<file path="config.mk">
export PLATFORM = sky130hd
export DESIGN_NAME = kva_cell
export DESIGN_NICKNAME = d
export VERILOG_FILES = /design/src/sv/kva_pkg.sv /design/src/sv/kva_cell.sv
export SDC_FILE = /design/constraint.sdc
export NUM_CORES = 1
export LEC_CHECK = 0
export ABC_AREA = 1
export BUFFER_PORTS_ARGS = -buffer_cell sky130_fd_sc_hd__buf_2
export CAP_MARGIN = 20
export CORE_ASPECT_RATIO = 1.2
export CORE_UTILIZATION = 41
export CTS_CLUSTER_SIZE = 16
export DETAILED_ROUTE_END_ITERATION = 7
export HOLD_SLACK_MARGIN = 0.05
export PLACE_DENSITY = 0.66
export SYNTH_ARGS = -nofsm -noshare
export SYNTH_HDL_FRONTEND = slang
export SYNTH_SLANG_ARGS = --single-unit
</file>
<file path="constraint.sdc">
create_clock -name clk -period 3.1 [get_ports clk]
set_clock_uncertainty 0.15 [all_clocks]
set_input_delay 0.31 -clock clk [delete_from_list [all_inputs] [get_ports clk]]
set_output_delay 0.31 -clock clk [all_outputs]
set_load 0.03 [all_outputs]
</file>
<file path="src/sv/kva_pkg.sv">
// ----------------------------------------------------------------------------
// kva_pkg: shared definitions for the linear key/value array
// Sizes, action codes and the structs that pass between the top level and
// the chain of storage cells.
// ----------------------------------------------------------------------------
`default_nettype none

package kva_pkg;

	localparam int ENTRIES = 64;
	localparam int KEY_W   = 32;
	localparam int VAL_W   = 32;
	localparam int CNT_W   = 7;
	localparam int FILL_W  = $clog2(ENTRIES + 1);

	typedef logic [FILL_W-1:0] fill_t;
	typedef logic [CNT_W-1:0]  count_t;

	typedef enum logic [1:0] {
		ACT_SET   = 2'd0,
		ACT_GET   = 2'd1,
		ACT_COUNT = 2'd2,
		ACT_CLEAR = 2'd3
	} action_t;

	// Request broadcast to every cell while a search walks the chain.
	typedef struct packed {
		logic [KEY_W-1:0] key;
		logic [VAL_W-1:0] value;
		logic             is_set;
	} req_t;

	// Token and partial result handed from one cell to the next.
	typedef struct packed {
		logic             go;
		logic             done;
		logic             hit;
		logic             claim;
		logic [VAL_W-1:0] rdval;
	} link_t;

	typedef struct packed {
		logic [VAL_W-1:0] read_value;
		logic             hit;
		count_t           occupied_count;
		logic             table_full;
		logic             bad_key;
	} result_t;

	// The reported count is the fill level modulo 2**CNT_W.
	function automatic count_t to_count(input fill_t fill);
		logic [FILL_W+CNT_W-1:0] wide;
		wide = {{CNT_W{1'b0}}, fill};
		return wide[CNT_W-1:0];
	endfunction

endpackage

`default_nettype wire

</file>
<file path="src/sv/kva_cell.sv">
// ----------------------------------------------------------------------------
// kva_cell: one key/value slot of the chain
// Compares the broadcast key when the search token arrives, updates or
// claims its slot, and hands the token on to the next cell through its link register.
// ----------------------------------------------------------------------------
`default_nettype none

module kva_cell (
	input  wire logic           clk,
	input  wire logic           arst_n,
	input  wire kva_pkg::req_t  req,
	input  wire logic           clear,
	input  wire kva_pkg::link_t link_in,
	output kva_pkg::link_t      link_out
);

	logic                      valid_q;
	logic [kva_pkg::KEY_W-1:0] key_q;
	logic [kva_pkg::VAL_W-1:0] val_q;
	kva_pkg::link_t            link_q;
	kva_pkg::link_t            link_d;
	logic                      active;
	logic                      match;

	assign active   = link_in.go && !link_in.done;
	assign match    = valid_q && (key_q == req.key);
	assign link_out = link_q;

	// The token passes through unchanged unless this cell settles the search.
	always_comb begin
		link_d = link_in;
		if (!clear && active) begin
			if (match) begin
				link_d.done = 1'b1;
				link_d.hit  = 1'b1;
				if (!req.is_set) begin
					link_d.rdval = val_q;
				end
			end else if (!valid_q) begin
				// First free slot: the key is absent from the table.
				link_d.done = 1'b1;
				if (req.is_set) begin
					link_d.claim = 1'b1;
				end
			end
		end
	end

	always_ff @(posedge clk or negedge arst_n) begin
		if (!arst_n) begin
			valid_q <= 1'b0;
			link_q  <= '0;
		end else begin
			link_q <= link_d;
			if (clear) begin
				valid_q <= 1'b0;
			end else if (active && !valid_q && req.is_set) begin
				valid_q <= 1'b1;
			end
		end
	end

	// Slot contents need no reset; the valid bit qualifies them.
	always_ff @(posedge clk) begin
		if (active && (match || !valid_q) && req.is_set) begin
			val_q <= req.value;
		end
		if (active && !valid_q && req.is_set) begin
			key_q <= req.key;
		end
	end

endmodule

`default_nettype wire

</file>
Yosys cells after proc, flatten, opt, wreduce, memory -nomap -nowiden

Cells that the tools add are included.

Bits in registers: 101
Bits of input ports: 104
Output and inout port bits: 36
Logic and storage cells: 32

Equality and inequality tests: 1
Multiplexer cells: 11
Reduce and logical (&&, ||, !) cells: 12

Operator list:

| kind               | count |
|---|---|
| 32-bit 2-to-1 mux  | 2 |
| 35-bit 2-to-1 mux  | 1 |
| 32-bit == test     | 1 |
| 1-bit 2-to-1 mux   | 8 |
| 1-bit logical AND  | 7 |
| 1-bit zero test    | 3 |
| 2-bit nonzero test | 1 |
| 1-bit logical OR   | 1 |

Depth between registers and ports, before layout

Word-level depth: 6
Depth in mapped cells: 12

Worst setup path before layout

OpenSTA, ideal clock, no wires.

Kind: flip-flop to flip-flop
From: register key_q[11] (netlist name)
To: register val_q[0] (netlist name), enable pin
Setup time: 0.432 ns
Arrival: 2.585 ns
Data required time: 2.518 ns
Path slack: -0.067 ns
Stages on the path, launching flop included: 8
Path through: edfxtp_1 xnor2_1 nand2_1 nor2_1 nand2_1 nor2_4 nand2_1 a21oi_1

Word-level cells in the longest chain between the ends: 5

Ends and longest elaborated chain:

| element                         | line           | source |
|---|---|---|
| from (decl)                     | kva_cell.sv:18 | `logic [kva_pkg::KEY_W-1:0] key_q;` |
| from (signal assigned)          | kva_cell.sv:69 | `key_q <= req.key;` |
| 32-bit == test                  | kva_cell.sv:26 | `assign match = valid_q && (key_q == req.key);` |
| 1-bit logical AND               | kva_cell.sv:26 |  |
| 1-bit logical OR                | kva_cell.sv:65 | `if (active && (match \|\| !valid_q) && req.is_set) begin` |
| 1-bit logical AND (2 in series) | kva_cell.sv:65 |  |
| to (signal assigned)            | kva_cell.sv:66 | `val_q <= req.value;` |
| to (decl)                       | kva_cell.sv:19 | `logic [kva_pkg::VAL_W-1:0] val_q;` |

No other way between the ends.
A chain may end at the register's enable or synchronous reset.

==> impl_summary.md <==
Synth
The cell count after synthesis came out at 432. The synthesized netlist occupies a cell area of 4560 um2. The number of nets in the synthesized netlist is 536. The share of Yosys cell area claimed by the top area cell type is 42.2%. The number of register bits inferred by synthesis is 101.

The synthesized design spends more area on one cell type than any other, namely sky130_fd_sc_hd__edfxtp_1. Yosys printed 0 warnings. Summing the sequential cell areas from Yosys gives 62.5% of the chip area. A synthesized cell averages 10.6 um2. The netlist uses 17 different library cells. After synthesis, the cell types taking the most area are sky130_fd_sc_hd__edfxtp_1, sky130_fd_sc_hd__dfrtp_1, sky130_fd_sc_hd__nand2_1.

Setup path
Along the worst path, the maximum fanout reaches 33. The kind of end point of the critical path is a register. STA classifies the critical path startpoint as an input port. Data on the critical path is required at its endpoint by 3.24 ns. The signal arrival time at the worst endpoint is 2.64 ns. The kind of critical path is in -> reg.

Power and ir drop
Of the total power, combinational logic draws 12.0%. The analysis attributes to cell leakage a power of 3.19 nW. The switching power is 676 uW. The worst-case IR drop observed on VDD is 0.000242 V. Of the total power, the share spent switching nets is 21.6%. Dividing total power by cell area gives a power density of 487 nW/um2. Registers are responsible for 48.0% of the overall power. Per report_power, the clock group accounts for 40.0% of the total. The cell-internal power is 2.45 mW.

Die
The floorplan has 41 rows. The die height is 118 um. The initial standard-cell utilization of the core is 42.7%. The floorplan step defined a die boundary enclosing 11500 um2. The number of top-level pins is 140. The core region is 10700 um2.

The width of the die is 98.3 um.

Route
The total via count in the routed design is 3499. The detailed router finished its first iteration with 118 violations. The residual DRC count is 6.

The count of nets left with antenna violations once routing finished came out at 0. The average via count per standard cell is 4.51. The routed design has 10400 um of wire. The first detailed-routing pass took 8 iterations. The average detailed-routed wire length per instance is 13.4 um.

Clock network
The maximum clock insertion buffer count is 2. The tree is rooted in a sky130_fd_sc_hd__clkbuf_16. The buffer count from post-CTS setup fixing is 0. TritonCTS built the clock tree. The hold-fix buffer count after cts is 70. The later-pin clock latency in the skew report is 0.34 ns. The number of clock buffers inserted by TritonCTS is 9. The post-cts sizing count is 0.

The clock-pin transition on the worst setup and hold timing paths is 0.07 ns. The maximum level of the CTS H-tree is 3. The number of sinks handled by clock tree synthesis is 101.

Global routing
The pin count of the biggest net entering global routing is 38. The initial antenna violation count is 0. Summed over all layers, the global routing overflow is 0. The via count of the first global-routing pass is 3651.

The wire length of the first global-routing pass is 17100 um. The total routing usage reported by global routing is 19.2%.

Layout
The library cells used most frequently in the layout, excluding fill and tap cells, are sky130_fd_sc_hd__buf_2, sky130_fd_sc_hd__nand2_1, sky130_fd_sc_hd__inv_1, sky130_fd_sc_hd__dlygate4sd3_1, sky130_fd_sc_hd__edfxtp_1. Leaving out fill and tap cells, the most frequent cell in the layout is sky130_fd_sc_hd__buf_2. Cells fill 60.2% of the core in the end. The antenna cell count is 0. Relative to the synthesized area, the layout overhead comes to 41.0%. The net total in the final layout is 746. The fraction of final layout cells with drive strength greater than 1 is 25.7%.

Placement
The congestion estimate from routability-driven global placement came to 0.804. The count of port buffers added during placement is 139. Detailed placement ended at an HPWL of 6860 um.

STA
The final-report hold violation count is 0. The clock period minus final worst setup slack is 2.51 ns. The slew of the pin with the lowest slew margin is 0.816 ns. The worst path uses 80.8% of the clock period. The total negative slack is 0 ns.

Timing would allow up to 399 MHz. The number of max-slew violations in the final report was 0. Setup repair after global routing left no endpoint under its margin. The relative slew slack is 45.6%. Setup violations remaining at the end of the flow were counted as 0.

Status
The final reports fail on DRC. The flow ran to the end, but the final reports show violations.

Hold path
The worst hold path class is in -> reg.

Flow run
The tool flagged a number of max-cap violations equal to 0.
-- power by group through the flow --
stage                     sequential (mW)  clock [mW]  combinational [mW]
after CTS                            1.50        1.27               0.376
after detailed placement             1.53           0               0.306
after floorplan                      1.58           0               0.114
after global placement               1.53           0               0.296
final                                1.50        1.25               0.375
after global routing                 1.51        1.34               0.413
-- critical path, cell delays in order --
cell	delay [ns]
sky130_fd_sc_hd__dlygate4sd3_1	0.54
sky130_fd_sc_hd__buf_2	0.14
sky130_fd_sc_hd__xnor2_1	0.15
sky130_fd_sc_hd__nand2_1	0.07
sky130_fd_sc_hd__nor2_1	0.11
sky130_fd_sc_hd__nand2_1	0.11
sky130_fd_sc_hd__nor2_4	0.11
sky130_fd_sc_hd__buf_4	0.35
sky130_fd_sc_hd__nand3_4	0.41
sky130_fd_sc_hd__nand2_1	0.19
sky130_fd_sc_hd__nand2_1	0.07
sky130_fd_sc_hd__inv_1	0.05
-- final timing paths --
kind | cells past startpoint | from | slack [ns] | endpoint
worst max-delay path | 12 | req[40] | 0.59 | link_out[21]
worst min-delay path | 5 | link_in[1] | 0.11 | link_out[1]
worst max register to register | 10 | key_q[2] | 0.83 | link_out[21]
worst min register to register | 4 | val_q[30] | 0.43 | link_out[30]
max in group asynchronous | 2 | arst_n | 1.83 | link_out[32]
min in group asynchronous | 2 | arst_n | 0.46 | link_out[16]
-- kinds of logic (layout without fill, tap and decap cells) --
kind of cell | after synthesis | after routing | synth area share, %
XOR/XNOR | 21 | 21 | 4.04
multiplexers | 32 | 32 | 7.03
flip-flops | 101 | 101 | 62.5
AO/OA/AOI/OAI | 3 | 3 | 0.412
AND/OR/NAND/NOR | 170 | 170 | 16.6
buffers and inverters | 105 | 320 | 9.50
-- registers in the layout, summed over array words and instances, names as in the netlist --
signal and flops:
key_q 32, link_out 36, val_q 32, valid_q 1
-- per-stage QoR --
step | instance area (um2) | instances | hold slack, ns | worst slack (ns) | total power [mW]
final | 6430 | 776 | 0.106 | 0.594 | 3.13
after global routing | 6430 | 776 | 0.117 | 0.369 | 3.26
after CTS | 6430 | 776 | 0.0942 | 0.635 | 3.15
after detailed placement | 5390 | 690 | 0.301 | 0.817 | 1.84
after global placement | 5390 | 690 | 0.283 | 0.903 | 1.83
after floorplan | 4560 | 432 | -0.136 | 0.255 | 1.70
-- cell type report --
class	instances	area (um2)
repair buffers	215	1450
clock buffers	11	233
clock inverters	5	98.8
well taps	129	161
inverters	89	334
flip-flops and latches	101	2850
multi-input cells	226	1300
fillers	892	4240
-- per-layer routing --
metal	track usage, %	vias to the layer above	routed length, um
met4	8.86	0	316
met5	0	-	0
met1	22.2	1578	4150
met3	4.63	26	471
met2	33.3	103	5430
li1	-	1792	-
-- cells in the mapped netlist (all sizes together) --
library cell    n
nand2         123
inv            89
edfxtp         64
dfrtp          37
mux2i          32
nand4          32
xnor2          21
buf            16
nor2           12
a21oi           2
nand3           2
a31o            1
nor3            1
(Power assumes the default switching activity.)
